--- config.mk ---
export PLATFORM = sky130hd
export DESIGN_NAME = rsbp_cfg_regs
export DESIGN_NICKNAME = d
export VERILOG_FILES = /design/src/rle_sprite_blitter_palette_rgb24_defines.svh /design/src/rsbp_pkg.sv /design/src/rsbp_cfg_regs.sv
export SDC_FILE = /design/constraint.sdc
export NUM_CORES = 1
export LEC_CHECK = 0
export ABC_CLOCK_PERIOD_IN_PS = 1100
export BUFFER_PORTS_ARGS = -buffer_cell sky130_fd_sc_hd__buf_2
export CAP_MARGIN = 10
export CORE_MARGIN = 2
export CORE_UTILIZATION = 53
export CTS_CLUSTER_SIZE = 10
export DETAILED_ROUTE_END_ITERATION = 10
export PLACE_DENSITY = 0.91
export SLEW_MARGIN = 10
export SYNTH_ARGS = -nofsm -noshare
export SYNTH_HDL_FRONTEND = slang
export SYNTH_SLANG_ARGS = --single-unit
--- constraint.sdc ---
create_clock -name clk -period 1.1 [get_ports clk]
set_input_delay 0.165 -clock clk [delete_from_list [all_inputs] [get_ports clk]]
set_output_delay 0.165 -clock clk [all_outputs]
set_load 0.05 [all_outputs]
--- src/rle_sprite_blitter_palette_rgb24_defines.svh ---
// Assertion macros used by the sprite blitter top level.
`ifndef RLE_SPRITE_BLITTER_PALETTE_RGB24_DEFINES_SVH
`define RLE_SPRITE_BLITTER_PALETTE_RGB24_DEFINES_SVH

// Same-cycle implication, disabled while reset is asserted.
`define RSBP_ASSERT_NOW(lbl, clk_sig, rstn_sig, ante, cons) \
	lbl: assert property (@(posedge clk_sig) disable iff (!rstn_sig) (ante) |-> (cons)) \
		else $error("rsbp assertion failed");

// Next-cycle implication, disabled while reset is asserted.
`define RSBP_ASSERT_NEXT(lbl, clk_sig, rstn_sig, ante, cons) \
	lbl: assert property (@(posedge clk_sig) disable iff (!rstn_sig) (ante) |=> (cons)) \
		else $error("rsbp assertion failed");

`endif

--- src/rsbp_pkg.sv ---
// Package with types and constants of the sprite blitter.
`timescale 1ns / 1ps

package rsbp_pkg;

	localparam int ADDR_BITS     = 24;
	localparam int PALETTE_DEPTH = 256;
	localparam int PAL_AW        = $clog2(PALETTE_DEPTH);

	localparam int ADDR_SUM_W = 27;
	localparam logic [ADDR_SUM_W-1:0] ADDR_MASK = (ADDR_BITS >= ADDR_SUM_W) ? '1 :
		ADDR_SUM_W'((64'd1 << ADDR_BITS) - 64'd1);

	localparam logic [7:0] CMD_END = 8'hFF;
	localparam logic [7:0] CMD_ROW = 8'hFE;

	localparam logic [2:0] REG_ORIGIN_X     = 3'd0;
	localparam logic [2:0] REG_ORIGIN_Y     = 3'd1;
	localparam logic [2:0] REG_FRAME_WIDTH  = 3'd2;
	localparam logic [2:0] REG_FRAME_HEIGHT = 3'd3;
	localparam logic [2:0] REG_ROW_STRIDE   = 3'd4;

	localparam logic [12:0] ORIGIN_X_RST     = 13'd0;
	localparam logic [12:0] ORIGIN_Y_RST     = 13'd0;
	localparam logic [11:0] FRAME_WIDTH_RST  = 12'd640;
	localparam logic [11:0] FRAME_HEIGHT_RST = 12'd480;
	localparam logic [13:0] ROW_STRIDE_RST   = 14'd1920;

	typedef enum logic [1:0] {
		PH_CMD    = 2'd0,
		PH_COUNT  = 2'd1,
		PH_PIXELS = 2'd2
	} phase_t;

	typedef struct packed {
		logic [12:0] origin_x;
		logic [12:0] origin_y;
		logic [11:0] frame_width;
		logic [11:0] frame_height;
		logic [13:0] row_stride;
	} cfg_t;

	typedef struct packed {
		logic        hit;
		logic        done;
		logic [11:0] x;
		logic [11:0] y;
	} dec_res_t;

endpackage

--- src/rsbp_cfg_regs.sv ---
// Configuration register file of the sprite blitter.
`timescale 1ns / 1ps

module rsbp_cfg_regs (
	input  logic            clk,
	input  logic            arst_n,
	input  logic            wr_en,
	input  logic [2:0]      wr_index,
	input  logic [13:0]     wr_data,
	output rsbp_pkg::cfg_t  cfg
);

	rsbp_pkg::cfg_t cfg_q;

	always_ff @(posedge clk or negedge arst_n) begin
		if (!arst_n) begin
			cfg_q.origin_x     <= rsbp_pkg::ORIGIN_X_RST;
			cfg_q.origin_y     <= rsbp_pkg::ORIGIN_Y_RST;
			cfg_q.frame_width  <= rsbp_pkg::FRAME_WIDTH_RST;
			cfg_q.frame_height <= rsbp_pkg::FRAME_HEIGHT_RST;
			cfg_q.row_stride   <= rsbp_pkg::ROW_STRIDE_RST;
		end else if (wr_en) begin
			unique case (wr_index)
				rsbp_pkg::REG_ORIGIN_X:     cfg_q.origin_x     <= wr_data[12:0];
				rsbp_pkg::REG_ORIGIN_Y:     cfg_q.origin_y     <= wr_data[12:0];
				rsbp_pkg::REG_FRAME_WIDTH:  cfg_q.frame_width  <= wr_data[11:0];
				rsbp_pkg::REG_FRAME_HEIGHT: cfg_q.frame_height <= wr_data[11:0];
				rsbp_pkg::REG_ROW_STRIDE:   cfg_q.row_stride   <= wr_data;
				default: ;
			endcase
		end
	end

	assign cfg = cfg_q;

endmodule

# --- After elaboration in Yosys (flattened, before gate mapping) ---
# Index checks and enable logic that the tools add are counted.
# Widths: inputs -> output; s select.
op_classes:
  n_eq_ne: 4
  reduce_logical: 6
ops:
  columns: ["cell", "n"]
  rows:
  - ["$reduce_and 2->1", 5]
  - ["$eq 3x2->1 const B", 2]
  - ["$eq 3x1->1 const B", 1]
  - ["$eq 3x3->1 const B", 1]
  - ["$logic_not 3->1", 1]
word_totals:
  reg_bits: 64
  out_inout_bits: 64
  elab_cells: 15

# --- Logic depth before layout (Yosys ltp) ---
logic_depth:
  word_depth: 2
  depth_mapped: 4

# --- Worst setup path after synthesis ---
# Ideal clock, no wire load.
synth_path:
  path_type: "input-to-reg"
  startpoint: "input wr_index[0]"
  endpoint: "register cfg_q (netlist bit cfg[51])"
  path_stages: 3
  t_arrival_ns: 1.023
  setup_ns: 0.125
  slack_ns: -0.048
  path_cell_list: "nor4b_4 buf_6 mux2_2"
synth_via:
  elab_chain_len: 2
synth_rtl:
  columns: ["element", "line_no", "rtl"]
  rows:
  - ["from (decl)", "rsbp_cfg_regs.sv:8", "input logic [2:0] wr_index,"]
  - ["$logic_not 3->1", "rsbp_cfg_regs.sv:23", "unique case (wr_index)"]
  - ["$reduce_and 2->1 (no line)", null, null]
  - ["to (decl)", "rsbp_cfg_regs.sv:13", "rsbp_pkg::cfg_t cfg_q;"]
# No other way between the ends.
# A chain may end at the register's enable or synchronous reset.

# --- Final worst setup path ---
layout_path:
  startpoint: "register cfg_q (netlist bit cfg[9])"
  endpoint: "output cfg[9] (netlist bit)"
layout_rtl:
  columns: ["element", "line_no", "rtl"]
  rows:
  - ["to (decl)", "rsbp_cfg_regs.sv:10", "output rsbp_pkg::cfg_t cfg"]
# No word-level cell between the ends.

==> metrics.cfg <==
[power_and_ir_drop]
switching_share_pct = 39.0
power_frac_seq_pct = 35.8
p_sw_uw = 3650
peakVddDrop_v = 0.00123
p_leak_uw = 0.00170
combPwrFrac_pct = 41.3
p_int_uw = 5700
pwr-share-clk_pct = 22.9
p_per_area_nw_per_um2 = 2560

[sta]
max_slew_margin_pct = 80.3
skew_ns = 0
finalHoldViolCount = 0
rsz0062_at_grt = yes
setup_tns_ns = -0.972
timing.final.crit_share_pct = 110
max_freq_mhz = 825
drv_slew = 0
layout_setup_ws_ns = -0.113
setup_viol = 11
period_needed_ns = 1.21
tightest_slew_ns = 0.296

[grt]
grt_pass1_wl_um = 8880
grt_max_degree = 39
grtUsageTotal_pct = 23.4
antenna_found_initial = 0
grt_pass1_vias = 1686
overflow = 0

[yosys]
postSynthCellCount = 139
ys_async_sr_fraction_pct = 100
synth_ff_type = dfrtp_1
synth_common_cells = 54 x dfrtp_1, 54 x mux2_2, 10 x dfstp_2, 10 x mux2_4, 3 x buf_6
yosysSeqAreaShare_pct = 64.3
synth_area_leader_cell = dfrtp_1
ys_types = 13
synth-edff-count = 0
netlist_area_um2 = 2510
yosysWarnings = 0
synthesis.nets = 159
yosysTopAreaCellShare_pct = 53.8
synth.avg_cell_area_um2 = 18.1
ys_ff_latch = 64
synth_area_leaders = dfrtp_1 54%, mux2_2 24%, dfstp_2 10%

[cts]
cts_sinks = 64
cts_tree = built
cts_inserted_buffers = 9
cts_max_path_buffers = 2
htree_num_levels = 3
cts_root_buf = clkbuf_8
clk_pin_slew_worst_paths_ns = 0.07
insertion_delay_ns = 0.32

[floorplanning]
core_area_um2 = 4630
die_area_um2 = 5300
initial_core_util_pct = 54.2
die_width_um = 72.8
row_count = 25
fp.dieH_um = 72.8
pin_count = 84

[worst_setup_path]
startpoint_type = flop
cp.arrival_ns = 1.05
critPathRequiredTime_ns = 0.94
critPathBufInv = 1
cp_slowest_cell = dfstp_2
path_cells = buf_8
cp_max_fo = 2
crit_family = flip-flops
cp-end-kind = primary output
worstSetupPathType = reg -> out
cp_slowest_stage_delay_ns = 0.56

[placed_design]
io_buffer_count = 83
place.gp.congestion = 0.723
placed_cells = 279
hpwl_um = 3650
place_ws_ns = -0.254

[final_layout]
final_cells = 297
drive_above_1_share_pct = 76.5
finalCoreUtilization_pct = 79.0
area_growth_pct = 45.7
largest_reg_flops = 64
nNetsFinal = 258
antenna_cells = 0
fillers = 242

[drt]
vias = 1581
first_pass_iters = 4
wl_per_cell_um = 20.5
drtIter0Drc = 80
routed_wl_um = 6080
vias_per_cell = 5.32
drc = 0
postRouteAntennaNets = 0

[flow_run]
maxCapViolations = 0

[hold_path]
worstHoldPathType = in -> reg

[run_status]
status = finished with violations
violations = negative setup slack

## cell families (layout without fill, tap and decap cells)
family	after synthesis	in the layout	synth area share (%)
buf+inv	6	110	2.64
simple gates	5	5	2.84
mux	64	64	30.2
flops	64	64	64.3
## per-layer routing
layer / share of wire, % / GRT usage, %
met5: 0 / 0
met4: 1.3 / 10.7
met3: 6.1 / 7.73
met2: 53 / 37.4
met1: 39 / 29.1
## area by class of cell
class / instances / area [um^2] / area share [%]
flip-flops and latches: 64 / 1610 / 44.1
multi-input cells: 69 / 845 / 23.1
repair buffers: 94 / 912 / 24.9
clock buffers: 14 / 183 / 5.00
clock inverters: 2 / 35.0 / 0.958
well taps: 54 / 67.6 / 1.85
## per-stage QoR
| step | power, uW | instance area, um^2 | hold slack [ns] |
|---|---|---|---|
| after floorplan | 5640 | 2510 | -0.131 |
| after detailed placement | 6440 | 3050 | 0.168 |
| after global placement | 6370 | 3050 | 0.163 |
| after global routing | 9690 | 3660 | 0.0736 |
| after CTS | 9120 | 3530 | 0.0539 |
| final | 9350 | 3660 | 0.0814 |
## power by group through the flow
| stage | Combinational, uW | Sequential (uW) | Clock, uW |
|---|---|---|---|
| final | 3860 | 3350 | 2140 |
| after global routing | 3990 | 3400 | 2300 |
| after CTS | 3670 | 3270 | 2170 |
| after detailed placement | 3210 | 3240 | 0 |
| after global placement | 3150 | 3210 | 0 |
| after floorplan | 551 | 5090 | 0 |
## worst paths after layout
path | startpoint | to | slack (ns) | depth (start not counted)
max | cfg[9] | cfg[9] | -0.11 | 1
min | wr_data[13] | cfg[13] | 0.08 | 2
max reg2reg | cfg[10] | cfg[10] | 0.23 | 2
min reg2reg | cfg[55] | cfg[55] | 0.51 | 1
max in group asynchronous | arst_n | cfg[20] | 0.44 | 3
min in group asynchronous | arst_n | cfg[59] | 0.39 | 3
## cells in the final DEF (no fill, tap or decap), types with 3 or more instances in the layout
cell      count
dfrtp_1      54
buf_2        19
clkbuf_8     13
buf_6        37
buf_12        3
buf_4        24
mux2_4       10
buf_8        10
dfstp_2      10
mux2_2       54
## what timing repair did
item	CTS	global route
endpoints found under the hold margin	54	0
gates resized for setup	88	33
buffers inserted	1	0
hold buffers	1	0
endpoints found under the setup margin	64	44
Power figures use the tool's default switching activity.
