--- src/rle_sprite_blitter_palette_rgb24_defines.svh ---
// Assertion macros used by the sprite blitter top level.
`ifndef RLE_SPRITE_BLITTER_PALETTE_RGB24_DEFINES_SVH
`define RLE_SPRITE_BLITTER_PALETTE_RGB24_DEFINES_SVH

// Same-cycle implication, disabled while reset is asserted.
`define RSBP_ASSERT_NOW(lbl, clk_sig, rstn_sig, ante, cons) \
	lbl: assert property (@(posedge clk_sig) disable iff (!rstn_sig) (ante) |-> (cons)) \
		else $error("rsbp assertion failed");

// Next-cycle implication, disabled while reset is asserted.
`define RSBP_ASSERT_NEXT(lbl, clk_sig, rstn_sig, ante, cons) \
	lbl: assert property (@(posedge clk_sig) disable iff (!rstn_sig) (ante) |=> (cons)) \
		else $error("rsbp assertion failed");

`endif

--- src/rsbp_pkg.sv ---
// Package with types and constants of the sprite blitter.
`timescale 1ns / 1ps

package rsbp_pkg;

	localparam int ADDR_BITS     = 24;
	localparam int PALETTE_DEPTH = 256;
	localparam int PAL_AW        = $clog2(PALETTE_DEPTH);

	localparam int ADDR_SUM_W = 27;
	localparam logic [ADDR_SUM_W-1:0] ADDR_MASK = (ADDR_BITS >= ADDR_SUM_W) ? '1 :
		ADDR_SUM_W'((64'd1 << ADDR_BITS) - 64'd1);

	localparam logic [7:0] CMD_END = 8'hFF;
	localparam logic [7:0] CMD_ROW = 8'hFE;

	localparam logic [2:0] REG_ORIGIN_X     = 3'd0;
	localparam logic [2:0] REG_ORIGIN_Y     = 3'd1;
	localparam logic [2:0] REG_FRAME_WIDTH  = 3'd2;
	localparam logic [2:0] REG_FRAME_HEIGHT = 3'd3;
	localparam logic [2:0] REG_ROW_STRIDE   = 3'd4;

	localparam logic [12:0] ORIGIN_X_RST     = 13'd0;
	localparam logic [12:0] ORIGIN_Y_RST     = 13'd0;
	localparam logic [11:0] FRAME_WIDTH_RST  = 12'd640;
	localparam logic [11:0] FRAME_HEIGHT_RST = 12'd480;
	localparam logic [13:0] ROW_STRIDE_RST   = 14'd1920;

	typedef enum logic [1:0] {
		PH_CMD    = 2'd0,
		PH_COUNT  = 2'd1,
		PH_PIXELS = 2'd2
	} phase_t;

	typedef struct packed {
		logic [12:0] origin_x;
		logic [12:0] origin_y;
		logic [11:0] frame_width;
		logic [11:0] frame_height;
		logic [13:0] row_stride;
	} cfg_t;

	typedef struct packed {
		logic        hit;
		logic        done;
		logic [11:0] x;
		logic [11:0] y;
	} dec_res_t;

endpackage

--- src/rsbp_decode.sv ---
// Sprite stream decoder: phase, offsets, run counter and frame clipping.
`timescale 1ns / 1ps

module rsbp_decode (
	input  logic               clk,
	input  logic               arst_n,
	input  rsbp_pkg::cfg_t     cfg,
	input  logic               acc,
	input  logic               req_type,
	input  logic [7:0]         data_byte,
	output rsbp_pkg::dec_res_t res
);

	rsbp_pkg::phase_t phase_q, phase_d;
	logic [12:0] col_q, col_d;
	logic [12:0] row_q, row_d;
	logic [7:0]  run_q, run_d;
	logic [14:0] x_w;
	logic [14:0] y_w;
	logic        in_frame;
	logic [7:0]  run_dec;

	function automatic logic [12:0] sat_add(input logic [12:0] a, input logic [7:0] b);
		logic [13:0] s;
		s = {1'b0, a} + {6'd0, b};
		return s[13] ? 13'h1FFF : s[12:0];
	endfunction

	always_ff @(posedge clk or negedge arst_n) begin
		if (!arst_n) begin
			phase_q <= rsbp_pkg::PH_CMD;
			col_q   <= '0;
			row_q   <= '0;
			run_q   <= '0;
		end else begin
			phase_q <= phase_d;
			col_q   <= col_d;
			row_q   <= row_d;
			run_q   <= run_d;
		end
	end

	assign x_w = {{2{cfg.origin_x[12]}}, cfg.origin_x} + {2'b00, col_q};
	assign y_w = {{2{cfg.origin_y[12]}}, cfg.origin_y} + {2'b00, row_q};
	assign in_frame = !x_w[14] && !y_w[14]
		&& (x_w[13:0] < {2'b00, cfg.frame_width})
		&& (y_w[13:0] < {2'b00, cfg.frame_height});
	assign run_dec = run_q - 8'd1;

	always_comb begin
		phase_d = phase_q;
		col_d   = col_q;
		row_d   = row_q;
		run_d   = run_q;
		res     = '0;
		res.x   = x_w[11:0];
		res.y   = y_w[11:0];
		if (acc && !req_type) begin
			unique case (phase_q)
				rsbp_pkg::PH_COUNT: begin
					run_d   = data_byte;
					phase_d = (data_byte == 8'd0) ? rsbp_pkg::PH_CMD : rsbp_pkg::PH_PIXELS;
				end
				rsbp_pkg::PH_PIXELS: begin
					res.hit = in_frame;
					col_d   = sat_add(col_q, 8'd1);
					run_d   = run_dec;
					if (run_dec == 8'd0) begin
						phase_d = rsbp_pkg::PH_CMD;
					end
				end
				default: begin
					if (data_byte == rsbp_pkg::CMD_END) begin
						res.done = 1'b1;
						phase_d  = rsbp_pkg::PH_CMD;
						col_d    = '0;
						row_d    = '0;
						run_d    = '0;
					end else if (data_byte == rsbp_pkg::CMD_ROW) begin
						col_d   = '0;
						row_d   = sat_add(row_q, 8'd1);
						phase_d = rsbp_pkg::PH_CMD;
					end else begin
						col_d   = sat_add(col_q, data_byte);
						phase_d = rsbp_pkg::PH_COUNT;
					end
				end
			endcase
		end
	end

endmodule

--- config.mk ---
export PLATFORM = sky130hd
export DESIGN_NAME = rsbp_decode
export DESIGN_NICKNAME = d
export VERILOG_FILES = /design/src/rle_sprite_blitter_palette_rgb24_defines.svh /design/src/rsbp_pkg.sv /design/src/rsbp_decode.sv
export SDC_FILE = /design/constraint.sdc
export NUM_CORES = 1
export LEC_CHECK = 0
export ABC_AREA = 0
export BUFFER_PORTS_ARGS = -buffer_cell sky130_fd_sc_hd__buf_2
export CORE_ASPECT_RATIO = 0.5
export CORE_MARGIN = 3
export CORE_UTILIZATION = 55
export CTS_CLUSTER_SIZE = 14
export DETAILED_ROUTE_END_ITERATION = 16
export HOLD_SLACK_MARGIN = 0.06
export PLACE_DENSITY = 0.81
export SLEW_MARGIN = 40
export SYNTH_ARGS = -nofsm -noshare
export SYNTH_HDL_FRONTEND = slang
export SYNTH_SLANG_ARGS = --single-unit
export TNS_END_PERCENT = 1
--- constraint.sdc ---
create_clock -name clk -period 5.35 [get_ports clk]
set_input_delay 0.535 -clock clk [delete_from_list [all_inputs] [get_ports clk]]
set_output_delay 0.535 -clock clk [all_outputs]
set_load 0.02 [all_outputs]
### Word-level counts from Yosys, hierarchy flattened

Cells that the tools add are included.

* input bits: 76
* bits in registers: 36
* output and inout bits: 26
* word-level logic and storage cells: 54

* reduce and logical (&&, ||, !) cells: 16
* $lt $le $gt $ge: 2
* mux-type cells: 19
* equality and inequality tests: 5
* add/subtract/negate cells: 6
* bitwise operators: 2

Operators with widths (count)
* 13-bit 2-to-1 mux: 7
* 13-bit by 14-bit adder with 15-bit output: 2
* 13-bit by 1-bit adder with 14-bit output, second input constant: 2
* 14-bit by 12-bit less-than comparator with 1-bit output: 2
* 13-bit one-hot mux with 2 select lines: 1
* 8-bit == test, second input constant: 2
* 8-bit logical NOT: 2
* 8-bit one-hot mux with 2 select lines: 1
* 13-bit by 8-bit adder with 14-bit output: 1
* 8-bit 2-to-1 mux: 1
* 8-bit by 1-bit subtractor with 8-bit output, second input constant: 1
* 2-bit 2-to-1 mux: 3
* 2-bit AND reduction: 3
* 1-bit 2-to-1 mux: 5
* 1-bit logical AND: 4
* 2-bit one-hot mux with 2 select lines: 1
* 1-bit logical NOT: 3
* 3-bit AND reduction: 1
* 3-bit nonzero test: 1
* 2-bit by 1-bit == test with 1-bit output, second input constant: 1
* 2-bit == test, second input constant: 1
* 2-bit inequality test, second input constant: 1
* 1-bit inverter: 2
* 2-bit nonzero test: 1
* 2-bit OR reduction: 1

### Depth between registers and ports, before layout

* depth in word-level cells: 7
* gate-level depth with buffers: 15
* depth with buffers taken out: 15

### Worst setup path after synthesis

OpenSTA, ideal clock, no wires.

* kind: input -> output
* from: in cfg[38] in the netlist's numbering
* to: out res[25] in the netlist's numbering
* buffers on the path: 0
* stages on the path: 12
* path slack: 0.889 ns
* data arrival time: 3.926 ns
* path through: ha_1 > fa_1 > a21oi_1 > o211ai_1 > o41ai_1 > xnor2_1 > ha_1 > a21o_1 > a221oi_1 > a21oi_1 > a2111o_1 > a2111oi_4

RTL lines
* start, declared: RTL line rsbp_decode.sv:7 `input rsbp_pkg::cfg_t cfg,`
* end, declared: RTL line rsbp_decode.sv:11 `output rsbp_pkg::dec_res_t res`

==> impl_results.md <==
* Mean area per synthesized cell at between 7 and 8 sq um
* Remaining global-route overflow at 0
* Post-CTS Setup Repair Bufs at 0
* Die extent in y at a little under 70 um
* Worst slew margin at between 40% and 50%
* Slew Viols, Final at 0
* Sw frac at 47.7%
* PD cells at between 400 and 500 nW/um^2
* Clock period minus worst slack at slightly below 5000 ps
* Number of synthesized register bits at 36
* Number of I/O pins at about 100
* Area of the mapped netlist at about 4400 sq um
* Routed WL per cell at roughly 15 um
* Layout cells sized above 1 at around 17%
* Crit path launch type: flip-flop
* Setup tns final at 0 ps
* Final Hold Viols at 0
* Clk_skew at between 7 and 8 ps
* Die W at roughly 130 um
* Cell count after synthesis at about 560
* Internal at 0.00108 W
* Grt peak-use layer: met2
* Antenna Violating Nets Remaining at 0
* Via density at about 6.0
* Highest clock rate at approximately 200 MHz
* Leading area contributor after synthesis: dfrtp_1
* Clk root buf: clkbuf_16
* Pleak at ~2.5 nW
* Critical Path End Type: output pin
* CTS tree: yes
* CTS Sinks at 36
* Final setup vio count at 0
* Die Area at a little over 9000 sq um
* Post-synth EDFFs at 0
* CP max stage delay at 580 ps
* Via count at 4460
* Max Root-Sink Buffers at 2
* Number of buffers created by CTS at 5
* Largest net degree at the start of global routing at 37
* Peak VDD IR at ~0.00030 V
* Total global routing track utilization at 23.7%
* TritonRoute pass-1 iters at 5
* Critical path arrival at approximately 4400 ps
* Top cells by count, synth: 64 x ha_1, 52 x a21oi_1, 46 x inv_1
* Critical path type: flip-flop to output pin
* Part of the power in registers at between 20% and 30%
* Slowest-stage cell, CP: o41ai_1
* Worst hold path type: input pin to asynchronous set/reset pin
* Area contributors post-synth: dfrtp_1 20%, ha_1 18%, a21oi_1 5.9%
* Top delay family on crit path: compound AO/OA/AOI/OAI gates
* Bufs and invs on worst path at 1
* Worst slew pin tran at 789 ps
* Max cap viols at 0
* Comb pwr share at 61.3%
* H-tree Lvls at 2
* Syn nets at 702
* Row cnt at 22
* Total power draw at about 0.0021 W
* DRT iter0 DRCs at roughly 320
* Wirelength, routed at 11.1 mm
* Area growth syn-to-layout at 15.7%
* First-pass GRT wire length at ~19 mm
* Synth cell types at 55
* Met3 GRT Util at around 4.4%
* Final RePlAce weighted congestion at approximately 0.9
* GR Layer Usage met1 at between 30 and 40%
* Met2 usage at 38.2%
* N_diodes at 0
* # DRC at 0
* Initial antenna violation count at 0
* Hold_ws at ~200 ps
* Nets at 782
* Clk slew on worst S/H paths at around 60 ps
* Register area share after synthesis at 20.4%
* Vias in the first global route at a little over 4000
* Status: finished, final reports clean
* RSZ-0062 raised after global routing: false
* Critical Path, Cell by Cell: ha_1 > fa_1 > a21oi_1 > o211ai_1 > o41ai_1 > xnor2_1 > ha_1 > a21o_1 > a221oi_1 > a21oi_1 > a2111o_1 > a2111oi_4 > buf_2
* Post-synth top area share at about 20%
* Synth warn at 0
* Top_reg_cell synth: dfrtp_1
* Hold-fix buffers, CTS at 0
* Clock latency on the worst-skew pair at ~290 ps
* CP required at between 4000 and 5000 ps
* Port bufs at 87
* DPL Wire Length at about 8.5 mm
* Starting Density at between 50% and 60%
* Post-CTS Resized at 0
* CP max FO at 5
* Share of flip-flops with an asynchronous set or reset at 100%
* Top-count cell post-synth: ha_1
* Clock power share at 16.5%
* NetSw at about 0.001 W
* Fin util at 67.6%
* Core area at ~7600 sq um
* Fin crit share at a little over 90%
[metrics by stage]
stage | instance area (sq um) | cells | setup WS, ps
2_1_floorplan | 4420 | 559 | 889
3_3_place_gp | 4940 | 740 | 643
3_5_place_dp | 4940 | 740 | 573
4_1_cts | 5110 | 748 | 452
5_1_grt | 5110 | 748 | 105
6_report | 5110 | 748 | 450
[sequential cells by signal, summed over array words and instances (netlist names)]
| register | flops |
|---|---|
| col_q | 13 |
| phase_q | 2 |
| row_q | 13 |
| run_q | 8 |
[cell type report]
class / instances / area, sq um
clock buffer: 5 / 125
clock inverter: 3 / 42.5
inverter: 46 / 173
timing repair buffer: 89 / 453
multi-input combinational: 461 / 3280
sequential: 36 / 901
tap: 108 / 135
fill: 675 / 2460
[layer usage]
metal	up-vias	wire length, um
li1	2249	-
met1	2053	5370
met2	148	4990
met3	10	650
met4	0	87
met5	-	0
[kinds of logic (layout without fill, tap and decap cells)]
logic type	Yosys count	in the layout	synth area share [%]
and+or+nand+nor	172	172	18.9
adders and majority gates	67	67	19.5
muxes	8	8	1.98
buffers and inverters	62	143	5.32
xor gates and xnor gates	33	33	6.54
AOI/OAI and AO/OA	181	181	27.3
DFF	36	36	20.4
[final timing paths]
kind / startpoint / endpoint / slack (ps) / cells past startpoint
setup / recovery: row_q[0] / res[25] / 450 / 13
hold / removal: arst_n / row_q[0] / 200 / 1
setup reg to reg: col_q[1] / col_q[4] / 2700 / 8
hold reg to reg: row_q[9] / row_q[9] / 550 / 2
max in group asynchronous: arst_n / col_q[4] / 4800 / 1
min in group clk: row_q[9] / row_q[9] / 550 / 2
[cell usage in the layout (no fill, tap or decap), types with 3 or more instances in the layout]
cell type,n
a221oi_1,3
o21bai_1,3
ha_1,64
a211oi_1,9
nand4_1,5
nor4_1,4
o22a_1,10
xnor2_1,23
nor2_1,38
nand2b_1,6
buf_2,86
clkbuf_16,5
or2_2,3
o31ai_1,9
dfrtp_1,36
nor2b_1,9
buf_4,3
o21a_1,4
a21o_1,11
a21oi_1,52
a31oi_1,18
xor2_1,10
fa_1,3
mux2i_1,5
o21ai_0,28
o211ai_1,5
nor3_1,12
and3_1,14
o221ai_1,3
or3_1,3
o22ai_1,5
a22o_1,4
nand3_1,31
nand2_1,41
inv_1,46
[worst register-to-register path, stage by stage, from the launching register on]
cell and delay, ps:
dfrtp_1 470, ha_1 310, a21o_1 180, a21oi_1 250, o211ai_1 180, a31oi_1 450
nor2_1 270, o21a_1 250, o22a_1 160
[power groups by stage]
| stage | sequential [W] | clock [W] | combinational (W) |
|---|---|---|---|
| 2_1_floorplan | 0.000410 | 0 | 0.000976 |
| 3_3_place_gp | 0.000456 | 0 | 0.00122 |
| 3_5_place_dp | 0.000459 | 0 | 0.00125 |
| 4_1_cts | 0.000455 | 0.000343 | 0.00126 |
| 5_1_grt | 0.000470 | 0.000355 | 0.00141 |
| 6_report | 0.000459 | 0.000341 | 0.00126 |
(Power assumes the default switching activity.)
